**config.mk**
```make
export PLATFORM = sky130hd
export DESIGN_NAME = catalan_number_unit
export DESIGN_NICKNAME = d
export VERILOG_FILES = /design/src/sv/cnu_pkg.sv /design/src/sv/catalan_number_unit.sv /design/src/sv/cnu_divider.sv
export SDC_FILE = /design/constraint.sdc
export NUM_CORES = 1
export LEC_CHECK = 0
export BUFFER_PORTS_ARGS = -buffer_cell sky130_fd_sc_hd__buf_4
export CAP_MARGIN = 40
export CORE_MARGIN = 3
export CORE_UTILIZATION = 40
export CTS_CLUSTER_DIAMETER = 200
export CTS_CLUSTER_SIZE = 14
export DETAILED_ROUTE_END_ITERATION = 16
export HOLD_SLACK_MARGIN = 0.12
export SETUP_SLACK_MARGIN = 0.3
export SLEW_MARGIN = 5
export SYNTH_ARGS = -nofsm -noshare
export SYNTH_HDL_FRONTEND = slang
export SYNTH_SLANG_ARGS = --single-unit
```
**constraint.sdc**
```tcl
create_clock -name clock -period 11.2 [get_ports clock]
set_input_delay 1.12 -clock clock [delete_from_list [all_inputs] [get_ports clock]]
set_output_delay 1.12 -clock clock [all_outputs]
set_load 0.02 [all_outputs]
```
**src/sv/cnu_pkg.sv**
```systemverilog
`default_nettype none
// ----------------------------------------------------------------------------
// cnu_pkg: shared types and constants of the catalan number unit
// widths of the datapath, the index range and the divider handshake structs
// ----------------------------------------------------------------------------
package cnu_pkg;

   // largest index whose result is computed, larger ones flag overflow
   localparam int MAX_INDEX = 31;
   // width of the accumulator and of the result value
   localparam int VALUE_W   = 64;
   // width of the index field
   localparam int INDEX_W   = 6;
   // width of a round multiplier and of a divisor
   localparam int FACTOR_W  = 6;
   // full product width before the overflow check
   localparam int PROD_W    = VALUE_W + FACTOR_W;
   // divider step counter width
   localparam int STEP_W    = $clog2(VALUE_W);

   localparam logic [INDEX_W-1:0] MAX_INDEX_CODE = INDEX_W'(MAX_INDEX);

   // request from the sequencer to the divider
   typedef struct packed {
      logic start;
   } div_ctl_type;

   // status from the divider to the sequencer
   typedef struct packed {
      logic busy;
      logic done;
   } div_sts_type;

endpackage
`default_nettype wire

```
**src/sv/catalan_number_unit.sv**
```systemverilog
`default_nettype none
// ----------------------------------------------------------------------------
// catalan_number_unit: nth catalan number as C(2n,n)/(n+1)
// sequencer with one multiply step and a shared iterative divider
// ----------------------------------------------------------------------------
// A request beat carries an index n; the response beat carries the catalan
// number of n, or 0 with overflow set when n is above 31 or a round
// product spills past 64 bits. The binomial C(2n,n) is built in n rounds:
// round i multiplies the accumulator by (2n - i) and divides the product
// exactly by (i + 1) in the shared bit-serial divider, one quotient bit per
// cycle over the 64 steps of the divider. A final division by (n + 1)
// yields the result. The unit takes one item at a time: req_stall stays
// high from the accepted beat until the response beat is taken.
// ----------------------------------------------------------------------------
module catalan_number_unit (
   input  wire                            clock,
   input  wire                            reset,
   // request channel
   input  wire                            req_valid,
   output logic                           req_stall,
   input  wire [cnu_pkg::INDEX_W-1:0]     req_index,
   // response channel
   output logic                           rsp_valid,
   input  wire                            rsp_stall,
   output logic [cnu_pkg::VALUE_W-1:0]    rsp_value,
   output logic                           rsp_overflow
);

   // sequencer states, one-hot
   typedef enum logic [5:0] {
      ST_IDLE = 6'b000001,   // waiting for a request beat
      ST_MUL  = 6'b000010,   // round multiply, overflow check, divider start
      ST_DIV  = 6'b000100,   // round division running
      ST_LAST = 6'b001000,   // start the final division by n + 1
      ST_FDIV = 6'b010000,   // final division running
      ST_RESP = 6'b100000    // response beat held until taken
   } state_type;

   state_type                          state_ff, state_in;
   logic [cnu_pkg::INDEX_W-1:0]        n_ff, n_in;
   logic [cnu_pkg::INDEX_W-1:0]        round_ff, round_in;
   logic [cnu_pkg::VALUE_W-1:0]        acc_ff, acc_in;
   logic [cnu_pkg::VALUE_W-1:0]        value_ff, value_in;
   logic                               ovf_ff, ovf_in;

   // round arithmetic
   logic [cnu_pkg::INDEX_W:0]          twice_n;
   logic [cnu_pkg::INDEX_W:0]          factor_diff;
   logic [cnu_pkg::FACTOR_W-1:0]       mul_factor;
   logic [cnu_pkg::PROD_W-1:0]         product;
   logic [cnu_pkg::INDEX_W-1:0]        round_next;
   logic                               prod_wide;

   // divider hookup
   cnu_pkg::div_ctl_type               div_ctl;
   cnu_pkg::div_sts_type               div_sts;
   logic [cnu_pkg::VALUE_W-1:0]        div_dividend;
   logic [cnu_pkg::FACTOR_W-1:0]       div_divisor;
   logic [cnu_pkg::VALUE_W-1:0]        div_quotient;

   // multiplier for round i is 2n - i, never below n + 1
   assign twice_n     = {n_ff, 1'b0};
   assign factor_diff = twice_n - {1'b0, round_ff};
   assign mul_factor  = factor_diff[cnu_pkg::FACTOR_W-1:0];
   assign product     = cnu_pkg::PROD_W'(acc_ff) * cnu_pkg::PROD_W'(mul_factor);
   // product spills past the value width
   assign prod_wide   = (product[cnu_pkg::PROD_W-1:cnu_pkg::VALUE_W] != '0);
   assign round_next  = round_ff + 1'b1;

   // round divides the product by i + 1, the last step divides by n + 1
   assign div_dividend  = (state_ff == ST_MUL) ? product[cnu_pkg::VALUE_W-1:0] : acc_ff;
   assign div_divisor   = (state_ff == ST_MUL) ? round_next : n_ff + 1'b1;
   assign div_ctl.start = ((state_ff == ST_MUL) && !prod_wide) || (state_ff == ST_LAST);

   cnu_divider u_divider (
      .clock    (clock),
      .reset    (reset),
      .ctl      (div_ctl),
      .dividend (div_dividend),
      .divisor  (div_divisor),
      .sts      (div_sts),
      .quotient (div_quotient)
   );

   always_comb begin
      state_in = state_ff;
      n_in     = n_ff;
      round_in = round_ff;
      acc_in   = acc_ff;
      value_in = value_ff;
      ovf_in   = ovf_ff;
      unique case (state_ff)
         ST_IDLE: begin
            if (req_valid) begin
               n_in     = req_index;
               round_in = '0;
               acc_in   = cnu_pkg::VALUE_W'(1);
               ovf_in   = 1'b0;
               if (req_index > cnu_pkg::MAX_INDEX_CODE) begin
                  // index out of range: no rounds
                  acc_in   = '0;
                  value_in = '0;
                  ovf_in   = 1'b1;
                  state_in = ST_RESP;
               end else if (req_index == '0) begin
                  state_in = ST_LAST;
               end else begin
                  state_in = ST_MUL;
               end
            end
         end
         ST_MUL: begin
            if (prod_wide) begin
               // product does not fit, abandon the item
               acc_in   = '0;
               value_in = '0;
               ovf_in   = 1'b1;
               state_in = ST_RESP;
            end else begin
               state_in = ST_DIV;
            end
         end
         ST_DIV: begin
            if (div_sts.done) begin
               acc_in   = div_quotient;
               round_in = round_next;
               state_in = (round_next == n_ff) ? ST_LAST : ST_MUL;
            end
         end
         ST_LAST: begin
            state_in = ST_FDIV;
         end
         ST_FDIV: begin
            if (div_sts.done) begin
               value_in = div_quotient;
               ovf_in   = 1'b0;
               state_in = ST_RESP;
            end
         end
         ST_RESP: begin
            if (!rsp_stall) begin
               state_in = ST_IDLE;
            end
         end
         default: begin
            state_in = ST_IDLE;
         end
      endcase
   end

   always_ff @(posedge clock) begin
      if (reset) begin
         state_ff <= ST_IDLE;
         round_ff <= '0;
         acc_ff   <= cnu_pkg::VALUE_W'(1);
         ovf_ff   <= 1'b0;
      end else begin
         state_ff <= state_in;
         round_ff <= round_in;
         acc_ff   <= acc_in;
         ovf_ff   <= ovf_in;
      end
      n_ff     <= n_in;
      value_ff <= value_in;
   end

   // ports
   assign req_stall    = (state_ff != ST_IDLE);
   assign rsp_valid    = (state_ff == ST_RESP);
   assign rsp_value    = value_ff;
   assign rsp_overflow = ovf_ff;

`ifndef SYNTH
   // an overflowing beat always carries a zero value
   a_ovf_zero : assert property (@(posedge clock) disable iff (reset)
      rsp_valid |-> (!rsp_overflow || (rsp_value == '0)))
      else $error("overflow response with nonzero value");

   // an accepted request beat closes the request channel
   a_busy_after_accept : assert property (@(posedge clock) disable iff (reset)
      (req_valid && !req_stall) |=> req_stall)
      else $error("request channel open after accept");

   // the divider is only started while idle
   a_div_start_idle : assert property (@(posedge clock) disable iff (reset)
      div_ctl.start |-> !div_sts.busy)
      else $error("divider restarted while busy");

   // a taken response beat is not repeated
   a_single_rsp : assert property (@(posedge clock) disable iff (reset)
      (rsp_valid && !rsp_stall) |=> !rsp_valid)
      else $error("response beat repeated");
`endif

endmodule
`default_nettype wire

```
**src/sv/cnu_divider.sv**
```systemverilog
`default_nettype none
// ----------------------------------------------------------------------------
// cnu_divider: iterative restoring divider
// one quotient bit per cycle, wide dividend over a narrow nonzero divisor
// ----------------------------------------------------------------------------
module cnu_divider (
   input  wire                             clock,
   input  wire                             reset,
   input  cnu_pkg::div_ctl_type            ctl,
   input  wire [cnu_pkg::VALUE_W-1:0]      dividend,
   input  wire [cnu_pkg::FACTOR_W-1:0]     divisor,
   output cnu_pkg::div_sts_type            sts,
   output logic [cnu_pkg::VALUE_W-1:0]     quotient
);

   logic                              busy_ff, busy_in;
   logic                              done_ff, done_in;
   logic [cnu_pkg::STEP_W-1:0]        step_ff, step_in;
   logic [cnu_pkg::VALUE_W-1:0]       quo_ff, quo_in;
   logic [cnu_pkg::FACTOR_W-1:0]      rem_ff, rem_in;
   logic [cnu_pkg::FACTOR_W-1:0]      dvs_ff, dvs_in;
   logic [cnu_pkg::FACTOR_W:0]        shifted;
   logic [cnu_pkg::FACTOR_W:0]        trial;

   // shift in the next dividend bit and try a subtract
   assign shifted = {rem_ff, quo_ff[cnu_pkg::VALUE_W-1]};
   assign trial   = shifted - {1'b0, dvs_ff};

   always_comb begin
      busy_in = busy_ff;
      done_in = 1'b0;
      step_in = step_ff;
      quo_in  = quo_ff;
      rem_in  = rem_ff;
      dvs_in  = dvs_ff;
      if (ctl.start) begin
         busy_in = 1'b1;
         step_in = cnu_pkg::STEP_W'(cnu_pkg::VALUE_W - 1);
         quo_in  = dividend;
         rem_in  = '0;
         dvs_in  = divisor;
      end else if (busy_ff) begin
         if (!trial[cnu_pkg::FACTOR_W]) begin
            rem_in = trial[cnu_pkg::FACTOR_W-1:0];
            quo_in = {quo_ff[cnu_pkg::VALUE_W-2:0], 1'b1};
         end else begin
            rem_in = shifted[cnu_pkg::FACTOR_W-1:0];
            quo_in = {quo_ff[cnu_pkg::VALUE_W-2:0], 1'b0};
         end
         step_in = step_ff - 1'b1;
         if (step_ff == '0) begin
            busy_in = 1'b0;
            done_in = 1'b1;
         end
      end
   end

   always_ff @(posedge clock) begin
      if (reset) begin
         busy_ff <= 1'b0;
         done_ff <= 1'b0;
         step_ff <= '0;
      end else begin
         busy_ff <= busy_in;
         done_ff <= done_in;
         step_ff <= step_in;
      end
      quo_ff <= quo_in;
      rem_ff <= rem_in;
      dvs_ff <= dvs_in;
   end

   assign sts.busy = busy_ff;
   assign sts.done = done_ff;
   assign quotient = quo_ff;

endmodule
`default_nettype wire
```
Word-level counts from Yosys, hierarchy flattened
Index checks and enable logic that the tools add are counted.
{ "word_totals": {"ff_bits": 231, "inputBits": 10, "output_inout_bits": 67, "wordCells": 88} }
{ "classes": {"add_sub_neg": 5, "n_mul": 1, "order_cmp": 1, "n_eq_ne": 14, "n_mux": 37, "n_bitwise": 1, "reduce_logical": 17} }
{ "ops": {"columns": ["op", "n"], "rows": [
  ["$mux W64", 8],
  ["$pmux W64 S3", 2],
  ["$mux W6", 12],
  ["$mul A64 B6 Y70", 1],
  ["$pmux W6 S6", 1],
  ["$add A6 B1 Y6 const B", 2],
  ["$logic_not A6 Y1", 2],
  ["$pmux W6 S2", 1],
  ["$reduce_and A4 Y1", 3],
  ["$mux W1", 10],
  ["$mux W4", 2],
  ["$ne A2 B2 Y1 const B", 4],
  ["$sub A7 B6 Y7", 1],
  ["$eq A6 B1 Y1 const B", 1],
  ["$eq A6 B2 Y1 const B", 1],
  ["$eq A6 B3 Y1 const B", 1],
  ["$eq A6 B4 Y1 const B", 1],
  ["$eq A6 B5 Y1 const B", 1],
  ["$eq A6 B6 Y1", 1],
  ["$eq A6 B6 Y1 const B", 1],
  ["$gt A6 B5 Y1 const B", 1],
  ["$ne A6 B1 Y1 const B", 1],
  ["$reduce_bool A3 Y1", 2],
  ["$reduce_bool A6 Y1", 1],
  ["13 further kinds", 15]
]} }

Logic depth before layout (Yosys ltp)
Gate-level depths: netlist of run 1.
{ "logic_depth": {"ltp_word": 7, "mapped_depth": 31, "mapped_depth_nobuf": 26} }

By module
Synthesis of run 1 repeated with hierarchy kept, for this count alone.
{ "hier_totals": {"hier_cells": 2378, "area_unflattened_um2": 22155.0} }
{ "modules_own_cells": {"columns": ["mod", "n_inst", "cells_each", "area_per_inst_um2", "seq_area_each_um2"], "rows": [
  ["catalan_number_unit", 1, 2124, 18375.1, 3643.5],
  ["cnu_divider", 1, 254, 3779.9, 2382.3]
]} }

Worst setup path before layout of run 1
OpenSTA, ideal clock, no wires.
{ "synth_timing": {"kind": "reg2reg", "startpoint": "reg n_ff[0] in the netlist's numbering", "endpoint": "reg value_ff (netlist bit rsp_value[0]), enable pin", "setup_time_ns": 0.418, "t_arrival_ns": 7.804, "required_ns": 10.782, "setup_slack_ns": 2.978, "stages_incl_launch_ff": 28, "n_path_buf": 3, "period_less_slack_ns": 8.222, "cell_sequence": "edfxtp_1 -> ha_1 -> a21o_1 -> a21oi_1 -> o21bai_1 -> a21oi_1 -> xnor2_1 -> clkbuf_1 -> and2_1 -> fa_1 -> inv_1 -> fa_1 -> fa_1 -> inv_1 -> ha_1 -> clkbuf_1 -> nand2_1 -> o21ai_0 -> a21oi_1 -> a311oi_1 -> mux2_2 -> a41o_1 -> a2111oi_0 -> a21oi_1 -> and4_4 -> buf_4 -> or3_1 -> inv_1"} }
{ "synth_via": {"elab_chain_cells": 5} }
{ "synth_lines": {"columns": ["element", "line", "rtl"], "rows": [
  ["start, declared", "catalan_number_unit.sv:40", "logic [cnu_pkg::INDEX_W-1:0] n_ff, n_in;"],
  ["start signal, assigned", "catalan_number_unit.sv:163", "n_ff <= n_in;"],
  ["$sub A6 B6 Y6", "catalan_number_unit.sv:63", "assign factor_diff = twice_n - {1'b0, round_ff};"],
  ["$mul A64 B6 Y70", "catalan_number_unit.sv:65", "assign product = cnu_pkg::PROD_W'(acc_ff) * cnu_pkg::PROD_W'(mul_factor);"],
  ["$reduce_bool A6 Y1", "catalan_number_unit.sv:67", "assign prod_wide = (product[cnu_pkg::PROD_W-1:cnu_pkg::VALUE_W] != '0);"],
  ["$ne A2 B2 Y1 (no line)", null, null],
  ["$reduce_and A5 Y1 (no line)", null, null],
  ["end signal, assigned", "catalan_number_unit.sv:164", "value_ff <= value_in;"],
  ["end, declared", "catalan_number_unit.sv:43", "logic [cnu_pkg::VALUE_W-1:0] value_ff, value_in;"]
]} }
Every way passes these cells.
A chain may end at the register's enable or synchronous reset.

Worst setup path in the final report of run 1
{ "layout_timing": {"startpoint": "reg n_ff[0] in the netlist's numbering", "endpoint": "reg u_divider.quo_ff (netlist bit u_divider.quotient[30]), enable pin"} }
{ "layout_via": {"elab_chain_cells": 7} }
{ "layout_lines": {"columns": ["element", "line", "rtl"], "rows": [
  ["$sub A6 B6 Y6", "catalan_number_unit.sv:63", null],
  ["$mul A64 B6 Y70", "catalan_number_unit.sv:65", null],
  ["$reduce_bool A6 Y1", "catalan_number_unit.sv:67", null],
  ["$logic_not A1 Y1", "catalan_number_unit.sv:73", "assign div_ctl.start = ((state_ff == ST_MUL) && !prod_wide) || (state_ff == ST_LAST);"],
  ["$logic_and A1 B1 Y1", "catalan_number_unit.sv:73", null],
  ["$logic_or A1 B1 Y1", "catalan_number_unit.sv:73", null],
  ["$reduce_bool A2 Y1 (no line)", null, null],
  ["end signal, assigned", "cnu_divider.sv:68", "quo_ff <= quo_in;"],
  ["end, declared", "cnu_divider.sv:19", "logic [cnu_pkg::VALUE_W-1:0] quo_ff, quo_in;"]
]} }
Every way passes these cells.

==> results of run 1 <==
==> cells in the mapped netlist, types with 4 or more instances <==
library cell	number	area [um2]
sky130_fd_sc_hd__and2_1	273	1710
sky130_fd_sc_hd__buf_2	10	50.1
sky130_fd_sc_hd__nor4_1	4	25.0
sky130_fd_sc_hd__xnor2_1	54	473
sky130_fd_sc_hd__clkbuf_2	5	25.0
sky130_fd_sc_hd__nor3_1	34	170
sky130_fd_sc_hd__ha_1	92	1150
sky130_fd_sc_hd__nand4_1	90	563
sky130_fd_sc_hd__mux2i_1	13	130
sky130_fd_sc_hd__and4_1	10	87.6
sky130_fd_sc_hd__or4_1	4	30.0
sky130_fd_sc_hd__o21bai_1	11	82.6
sky130_fd_sc_hd__a221oi_1	6	52.6
sky130_fd_sc_hd__and3_1	9	56.3
sky130_fd_sc_hd__nor3b_1	9	67.6
sky130_fd_sc_hd__buf_6	4	45.0
sky130_fd_sc_hd__edfxtp_1	140	4200
sky130_fd_sc_hd__o211ai_1	9	67.6
sky130_fd_sc_hd__nand3b_1	6	45.0
sky130_fd_sc_hd__a31oi_1	24	150
sky130_fd_sc_hd__dfxtp_1	91	1820
sky130_fd_sc_hd__o21a_1	14	105
sky130_fd_sc_hd__inv_1	289	1080
sky130_fd_sc_hd__a211oi_1	13	97.6
sky130_fd_sc_hd__nand3_1	28	140
sky130_fd_sc_hd__or2_2	5	31.3
sky130_fd_sc_hd__xor2_1	28	245
sky130_fd_sc_hd__or3_1	9	56.3
sky130_fd_sc_hd__mux2_2	29	327
sky130_fd_sc_hd__o21ai_0	174	871
sky130_fd_sc_hd__nand2b_1	11	68.8
sky130_fd_sc_hd__nor2b_1	8	50.1
sky130_fd_sc_hd__a22oi_1	4	30.0
sky130_fd_sc_hd__nor2_1	88	330
sky130_fd_sc_hd__a21oi_1	171	856
sky130_fd_sc_hd__clkbuf_1	122	458
sky130_fd_sc_hd__a21o_1	24	180
sky130_fd_sc_hd__nand2_1	330	1240
sky130_fd_sc_hd__fa_1	251	5020
sky130_fd_sc_hd__o311a_1	4	40.0
sky130_fd_sc_hd__mux2_1	17	191
==> routing by layer <==
metal  global-route usage  vias up
li1                     -     8487
met1                0.281     9054
met2                0.352      546
met3               0.0241       86
met4               0.0561        0
met5                    0        -
==> worst register-to-register path, stage by stage, from the launching register on <==
cell and delay, ns:
sky130_fd_sc_hd__edfxtp_1 0.52, sky130_fd_sc_hd__ha_1 0.34, sky130_fd_sc_hd__a21o_1 0.17, sky130_fd_sc_hd__a21oi_1 0.27, sky130_fd_sc_hd__o21bai_1 0.11, sky130_fd_sc_hd__a21oi_1 0.25, sky130_fd_sc_hd__xnor2_2 0.14, sky130_fd_sc_hd__buf_4 0.58
sky130_fd_sc_hd__nand2_1 0.21, sky130_fd_sc_hd__fa_1 0.55, sky130_fd_sc_hd__fa_1 0.53, sky130_fd_sc_hd__fa_1 0.57, sky130_fd_sc_hd__inv_1 0.05, sky130_fd_sc_hd__ha_1 0.35, sky130_fd_sc_hd__a211oi_1 0.26, sky130_fd_sc_hd__nor2_1 0.11
sky130_fd_sc_hd__a21oi_1 0.24, sky130_fd_sc_hd__nand2_1 0.14, sky130_fd_sc_hd__a21oi_1 0.65, sky130_fd_sc_hd__o21ai_4 0.21, sky130_fd_sc_hd__a21oi_1 0.20, sky130_fd_sc_hd__xor2_1 0.24, sky130_fd_sc_hd__and4_4 0.51, sky130_fd_sc_hd__or3_2 0.66
sky130_fd_sc_hd__buf_4 0.62
==> final cells by class <==
type / instances / area (um2)
fillers: 5482 / 31100
clock buffers: 35 / 578
clock inverters: 1 / 8.76
inverters: 290 / 1090
flip-flops and latches: 231 / 6030
well taps: 748 / 936
multi-input cells: 1896 / 15200
repair buffers: 100 / 821
==> flip-flops by register name, summed over array words and instances, names as in the netlist, 6 cells and up <==
| signal | flops |
|---|---|
| u_divider.quotient | 64 |
| round_ff | 6 |
| rsp_value | 64 |
| u_divider.dvs_ff | 6 |
| n_ff | 6 |
| u_divider.step_ff | 6 |
| state_ff | 6 |
| u_divider.rem_ff | 6 |
| acc_ff | 64 |
==> report_power, final <==
group | leakage (nW) | switching [W] | total [W] | internal, W
Clock | 0.280 | 0.000327 | 0.000679 | 0.000351
Combinational | 6.83 | 0.000799 | 0.00115 | 0.000348
Sequential | 2.06 | 0.0000821 | 0.00121 | 0.00113
Total | 9.17 | 0.00121 | 0.00303 | 0.00183
==> stage by stage <==
| step | total power (W) | std cells | area, um2 | worst slack [ns] | hold slack, ns |
|---|---|---|---|---|---|
| after global routing | 0.00319 | 3301 | 24700 | 1.73 | 0.498 |
| after detailed placement | 0.00238 | 3265 | 24100 | 2.35 | 0.462 |
| after global placement | 0.00232 | 3259 | 24000 | 2.10 | 0.456 |
| after CTS | 0.00306 | 3301 | 24700 | 2.33 | 0.479 |
| after floorplan | 0.00189 | 2562 | 22800 | 2.98 | 0.471 |
| final | 0.00303 | 3301 | 24700 | 2.31 | 0.475 |
==> how the worst min path moves through the flow <==
stage                                             end                         startpoint  slack, ns
floorplan           u_divider.step_ff[0]$_SDFFE_PP0P_  u_divider.step_ff[0]$_SDFFE_PP0P_       0.47
global placement            rsp_overflow$_SDFFE_PP0P_          rsp_overflow$_SDFFE_PP0P_       0.46
detailed placement          rsp_overflow$_SDFFE_PP0P_          rsp_overflow$_SDFFE_PP0P_       0.46
CTS                         rsp_overflow$_SDFFE_PP0P_          rsp_overflow$_SDFFE_PP0P_       0.48
global route                rsp_overflow$_SDFFE_PP0P_          rsp_overflow$_SDFFE_PP0P_       0.50
finish                      rsp_overflow$_SDFFE_PP0P_          rsp_overflow$_SDFFE_PP0P_       0.47
==> logic make-up (layout without fill, tap and decap cells) <==
group,count (synthesis),after routing
mux,59,59
flops,231,231
compound gates,486,486
fa+ha+maj,343,343
xor+xnor,82,82
buf+inv,435,426
simple gates,926,926
==> reports/qor.log, run 1 <==
INFO  global_routing globalRouteTotalUtil=0.207
INFO  die            core-area=0.0557mm2
INFO  global_routing grt_first_pass_wirelength=102mm
INFO  pwr            irDropWorstVdd=0.134mV
INFO  worst_setup_path crit_path_end=u_divider.quotient[30]$_DFFE_PP_
INFO  placement      place.gp.congestion=0.920
INFO  die            top_level_ports=77
INFO  final_layout   final_core_occ=0.442
INFO  detailed_routing routed-via-count=18200
INFO  min_path       hold_path_class=reg -> reg
INFO  worst_setup_path path_max_fanout=64
INFO  cts            postCtsHoldBufs=0
INFO  logic_synthesis mean_instance_size_in_the_synthesized_netlist=8.91um2
INFO  detailed_routing drt_first_iter_violations=1174
INFO  worst_setup_path crit_path_kind=reg -> reg
INFO  detailed_routing drt_wl_total=61.1mm
INFO  die            dieArea=0.0600mm2
INFO  logic_synthesis synth-main-ff-cell=sky130_fd_sc_hd__edfxtp_1
INFO  worst_setup_path r2r_setup_slk=2.31ns
INFO  worst_setup_path worst_path_largest_cell_delay=0.65ns
INFO  sta            max_slew.worst_pin.slew=0.980ns
INFO  min_path       hold_crit_depth=1
INFO  detailed_routing route.antenna.remaining_nets=0
INFO  worst_setup_path critical_path.endpoint_type=register
INFO  worst_setup_path worstPathCellList=ha_1 -> a21o_1 -> a21oi_1 -> o21bai_1 -> a21oi_1 -> xnor2_2 -> buf_4 -> nand2_1 -> fa_1 -> fa_1 -> fa_1 -> inv_1 -> ha_1 -> a211oi_1 -> nor2_1 -> a21oi_1 -> nand2_1 -> a21oi_1 -> o21ai_4 -> a21oi_1 -> xor2_1 -> and4_4 -> or3_2 -> buf_4
INFO  logic_synthesis synthCells=2562
INFO  logic_synthesis synth_xor_xnor_area_share=0.0315
INFO  logic_synthesis post_synth_and_or_nand_nor_area_fraction=0.208
INFO  detailed_routing routedWlPerCell=18.5um
INFO  worst_setup_path crit_top_cell=sky130_fd_sc_hd__a21oi_1
INFO  logic_synthesis yosys-mux-area-fraction=0.0284
INFO  die            floorplan.die.height=245um
INFO  global_routing via_count_of_the_first_global_routing_pass=19300
INFO  pwr            powerDensity=123mW/mm2
INFO  placement      placed_wire_length_estimate_after_detailed_placement=43.3mm
INFO  global_routing grt-ovfl-total=0
INFO  cts            ctsLongestPathBuffers=3
INFO  sta            max_clock_freq=113MHz
INFO  sta            timing_max_transition_violations_final=0
INFO  final_layout   mostFrequentLayoutCells=sky130_fd_sc_hd__nand2_1 (330), sky130_fd_sc_hd__inv_1 (288), sky130_fd_sc_hd__and2_1 (273)
INFO  detailed_routing vias_per_cell=5.51
INFO  logic_synthesis yosysSeqAreaShare=0.264
INFO  worst_setup_path worst-endpoint-arrival=9.04ns
INFO  final_layout   num-nets-final=2892
INFO  worst_setup_path reg_to_reg_critical_path_endpoint=u_divider.quotient[30]$_DFFE_PP_
INFO  detailed_routing post-route-drc-count=0
INFO  logic_synthesis arithmetic_cell_share_of_the_synthesized_area_counting_full_adders_half_adders_and_majority_gates=0.271
INFO  die            die_width=245um
INFO  worst_setup_path critical-path-slowest-cell=sky130_fd_sc_hd__a21oi_1
INFO  sta            fin_crit_sh=0.793
INFO  cts            clock_tree.htree_level_count=1
INFO  detailed_routing wl_met1=27.2mm
INFO  logic_synthesis synth_top_family_by_area=adder cells
INFO  final_layout   drive_above_1_share=0.0701
INFO  worst_setup_path startpoint_type=register
INFO  cts            number_of_sinks_on_the_clock_net=231
INFO  worst_setup_path path_delay_family=compound AO/OA/AOI/OAI gates
INFO  cts            cts_setup_buffers=0
INFO  detailed_routing dr_wl_met2=29.1mm
INFO  logic_synthesis asyncSetResetFlopFracSynth=0
INFO  cts            ctsRootBufferMaster=sky130_fd_sc_hd__clkbuf_16
INFO  cts            numCtsBuffers=20
INFO  detailed_routing highest-signal-layer=met4
INFO  worst_setup_path cp.buffers_inverters=3
INFO  placement      buffer_ports.inserted=76
INFO  cts            clock_insertion_delay_worst_skew=0.53ns
INFO  cts            tritoncts=done
INFO  die            start_util=0.410
INFO  global_routing grt_max_degree=73
INFO  worst_setup_path critical_path_depth=24
INFO  worst_setup_path worst_r2r_path_depth=24
INFO  cts            clkSlewWorstSetupHoldPaths=0.07ns
INFO  worst_setup_path worst_ep_required_time=11.35ns
INFO  logic_synthesis syn_area=0.0228mm2
INFO  detailed_routing drt-pass1-iter-count=7
INFO  sta            timing.max_slew.rel_slack=0.347
INFO  worst_setup_path critical_path.startpoint=n_ff[0]$_DFFE_PP_
INFO  die            rows=86
INFO  final_layout   most_common_cell_after_layout_fill_and_taps_aside=sky130_fd_sc_hd__nand2_1
INFO  detailed_routing routed-wl-met3=3.51mm
INFO  sta            report.final.setup_viol=0
INFO  logic_synthesis synth_compound_gate_area_share=0.123
INFO  logic_synthesis synth.yosys.warnings=0
INFO  pwr            static-leakage-power=9.17nW
INFO  sta            finalSetupTns=0ns
INFO  run            max-cap-violations=0
INFO  logic_synthesis synth_fp_nets=2915
INFO  worst_setup_path critical_path.reg2reg.startpoint=n_ff[0]$_DFFE_PP_
INFO  final_layout   areaGrowthSynthToFinish=7.99%
INFO  logic_synthesis synth_cell_type_count=71
INFO  logic_synthesis synth_enable_flop_cells=140
INFO  global_routing antenna_found_initial=0
INFO  sta            timing.final.crit_period=8.89ns
INFO  outcome        status=complete, no violations
INFO  sta            clock_skew=0.0157ns
INFO  sta            rsz0062_at_grt=false
INFO  cts            post_cts_resize_count=0
INFO  sta            final_hold_viol_count=0
INFO  logic_synthesis ys_seq_elements=231
INFO  final_layout   num_antenna_cells=0
No activity file was read; power rests on OpenSTA's default activity.
==> inputs of run 2 (changes only) <==
==> constraint.sdc (replaced) <==
create_clock -name clock -period 8 [get_ports clock]
set_input_delay 0.8 -clock clock [delete_from_list [all_inputs] [get_ports clock]]
set_output_delay 0.8 -clock clock [all_outputs]
set_load 0.02 [all_outputs]
==> run 2 against run 1 <==
  * Register-to-register slack got worse by 1.8 ns
  * First-iteration DRC count grew 9.6%
  * Final area up 3.6%
  * Non-clock buffer count grew 50
  * Utilization up 1.6 points
  * Clock skew increased by 0.039 ns
  * Maximum frequency rose by 19%
  * Wire length is 5.8% higher
  * Hold slack worse by 0.020 ns
  * Largest cell class unchanged
  * Sequential share of layout area shrank 0.85 points
  * Critical endpoint is now rsp_value[11]$_SDFFCE_PP0P_
  * Highest routed layer is now met5
==> reports/qor.log, run 2 (synthesized netlist as in run 1, its figures left out) <==
INFO  detailed_routing vias_per_cell=5.55 [+0.84%]
INFO  worst_setup_path path_max_fanout=12 [-81%]
INFO  sta            report.final.setup_viol=0 [unchanged]
INFO  worst_setup_path worst_ep_required_time=8.23ns [-3.12 ns]
INFO  global_routing grt_first_pass_wirelength=101mm [-0.70%]
INFO  pwr            report.power.total=0.00464W [+53%]
INFO  cts            number_of_sinks_on_the_clock_net=231 [unchanged]
INFO  die            start_util=0.410 [unchanged]
INFO  pwr            static-leakage-power=9.50nW [+3.6%]
INFO  worst_setup_path worst-endpoint-arrival=7.67ns [-1.37 ns]
INFO  min_path       hold_path_class=in -> reg
INFO  worst_setup_path crit_path_kind=reg -> reg
INFO  global_routing via_count_of_the_first_global_routing_pass=19100 [-1.0%]
INFO  sta            clock_skew=0.0542ns [+0.0385 ns]
INFO  cts            numCtsBuffers=20 [unchanged]
INFO  cts            clock_tree.htree_level_count=1 [unchanged]
INFO  sta            timing.max_slew.rel_slack=0.414 [+0.0674]
INFO  sta            max_slew.worst_pin.slew=0.879ns [-0.101 ns]
INFO  cts            ctsRootBufferMaster=sky130_fd_sc_hd__clkbuf_16
INFO  global_routing grt_max_degree=70 [-4.1%]
INFO  cts            clock_insertion_delay_worst_skew=0.56ns [+0.03 ns]
INFO  cts            clkSlewWorstSetupHoldPaths=0.07ns [about the same]
INFO  detailed_routing route.antenna.remaining_nets=0 [unchanged]
INFO  die            die_width=245um [unchanged]
INFO  worst_setup_path startpoint_type=register
INFO  sta            rsz0062_at_grt=false
INFO  sta            max_clock_freq=134MHz [+19%]
INFO  sta            finalHoldWorstSlack=0.455ns [-0.0199 ns]
INFO  global_routing globalRouteTotalUtil=0.205 [-0.00162]
INFO  pwr            irDropWorstVdd=0.180mV [+34%]
INFO  die            rows=86 [unchanged]
INFO  sta            timing.final.crit_period=7.44ns [-1.44 ns]
INFO  die            core-area=0.0557mm2 [unchanged]
INFO  sta            final_hold_viol_count=0 [unchanged]
INFO  worst_setup_path critical_path.endpoint_type=register
INFO  final_layout   final.fill_count=5404 [-1.4%]
INFO  cts            postCtsHoldBufs=0 [unchanged]
INFO  run            max-cap-violations=0 [unchanged]
INFO  pwr            powerDensity=181mW/mm2 [+47%]
INFO  sta            finalSetupTns=0ns [unchanged]
INFO  detailed_routing routedWlPerCell=19.3um [+4.1%]
INFO  cts            ctsLongestPathBuffers=3 [unchanged]
INFO  sta            fin_crit_sh=0.930 [+0.137]
INFO  cts            tritoncts=done
INFO  global_routing antenna_found_initial=2 [+2]
INFO  detailed_routing post-route-drc-count=0 [unchanged]
INFO  final_layout   num-nets-final=2942 [+1.7%]
INFO  detailed_routing drt_first_iter_violations=1287 [+9.6%]
INFO  placement      placed_wire_length_estimate_after_detailed_placement=44.7mm [+3.3%]
INFO  final_layout   drive_above_1_share=0.102 [+0.0317]
INFO  die            top_level_ports=77 [unchanged]
INFO  global_routing grt-ovfl-total=0 [unchanged]
INFO  outcome        status=complete, no violations
INFO  detailed_routing drt-pass1-iter-count=5 [-2]
INFO  die            dieArea=0.0600mm2 [unchanged]
INFO  final_layout   mostFrequentLayoutCells=sky130_fd_sc_hd__nand2_1 (330), sky130_fd_sc_hd__inv_1 (288), sky130_fd_sc_hd__and2_1 (273)
INFO  detailed_routing drt_wl_total=64.7mm [+5.8%]
INFO  placement      place.gp.congestion=0.919 [-0.12%]
INFO  final_layout   most_common_cell_after_layout_fill_and_taps_aside=sky130_fd_sc_hd__nand2_1
INFO  placement      buffer_ports.inserted=76 [unchanged]
INFO  die            floorplan.die.height=245um [unchanged]
INFO  detailed_routing routed-via-count=18600 [+2.4%]
INFO  final_layout   areaGrowthSynthToFinish=11.9%
INFO  sta            timing_max_transition_violations_final=0 [unchanged]
-- run 2: through the flow --
step / cell area [um2] / worst slack, ns / utilization / std cells
3_5_place_dp: 24400 / 0.335 / 0.439 / 3297
2_1_floorplan: 22800 / 0.356 / - / 2562
3_3_place_gp: 24400 / 0.543 / 0.437 / 3294
5_1_grt: 25500 / 0.265 / 0.458 / 3351
4_1_cts: 25000 / 0.305 / 0.449 / 3333
6_report: 25600 / 0.557 / 0.458 / 3353
-- run 2: cell type report --
class	instances	area, um2	share of cell area
multi-input combinational	1896	15400	0.603
sequential	231	6030	0.236
timing repair buffer	150	1490	0.0584
inverter	290	1090	0.0428
tap	748	936	0.0366
clock buffer	34	553	0.0216
clock inverter	2	25.0	0.000979
antenna	2	5.00	0.000196
-- run 2: critical path: stages, from the launching register on --
cell and delay [ns]:
sky130_fd_sc_hd__edfxtp_1 0.39, sky130_fd_sc_hd__buf_4 0.18, sky130_fd_sc_hd__fa_2 0.43, sky130_fd_sc_hd__a21oi_1 0.16, sky130_fd_sc_hd__nor2_1 0.07, sky130_fd_sc_hd__nor2_2 0.21
sky130_fd_sc_hd__xnor2_4 0.22, sky130_fd_sc_hd__buf_6 0.23, sky130_fd_sc_hd__and2_1 0.18, sky130_fd_sc_hd__fa_1 0.51, sky130_fd_sc_hd__inv_1 0.05, sky130_fd_sc_hd__fa_1 0.47
sky130_fd_sc_hd__fa_1 0.50, sky130_fd_sc_hd__inv_1 0.04, sky130_fd_sc_hd__ha_1 0.47, sky130_fd_sc_hd__nand2_1 0.15, sky130_fd_sc_hd__nor2_1 0.22, sky130_fd_sc_hd__nor3_1 0.09
sky130_fd_sc_hd__a311oi_2 0.35, sky130_fd_sc_hd__mux2_2 0.38, sky130_fd_sc_hd__a41o_1 0.20, sky130_fd_sc_hd__a2111oi_1 0.37, sky130_fd_sc_hd__a21oi_1 0.10, sky130_fd_sc_hd__and4_4 0.24
sky130_fd_sc_hd__or3_4 0.41, sky130_fd_sc_hd__clkinvlp_4 0.15, sky130_fd_sc_hd__buf_12 0.15, sky130_fd_sc_hd__clkbuf_16 0.17
-- run 2: where the power goes --
part	leakage [nW]	switching (W)	total, W	internal (W)
clock	0.274	0.000463	0.000938	0.000475
sequential	2.06	0.000110	0.00169	0.00158
combinational	7.16	0.00131	0.00201	0.000706
-- run 2: what timing repair did --
action                                  in CTS  in global routing
endpoints found under the setup margin      26                244
setup buffers                                0                  7
pin swaps                                    0                 13
gates cloned                                 0                 11
gates resized for setup                      1                 59
-- run 2: worst paths after layout --
path,from,endpoint,slack [ns],depth (start not counted)
worst min register to register,rsp_overflow$_SDFFE_PP0P_,rsp_overflow$_SDFFE_PP0P_,0.49,1
worst max register to register,n_ff[0]$_DFFE_PP_,rsp_value[11]$_SDFFCE_PP0P_,0.56,27
worst max-delay path,n_ff[0]$_DFFE_PP_,rsp_value[11]$_SDFFCE_PP0P_,0.56,27
worst min-delay path,req_index[4],n_ff[4]$_DFFE_PP_,0.45,1
-- run 2: layer usage --
| layer | GRT usage | share of wire | up-vias | routed length [um] |
|---|---|---|---|---|
| li1 | - | - | 8592 | - |
| met1 | 0.277 | 0.43 | 9315 | 27900 |
| met2 | 0.352 | 0.48 | 602 | 31200 |
| met3 | 0.0228 | 0.061 | 104 | 3920 |
| met4 | 0.0554 | 0.024 | 2 | 1570 |
| met5 | 0 | 0.00020 | - | 13 |
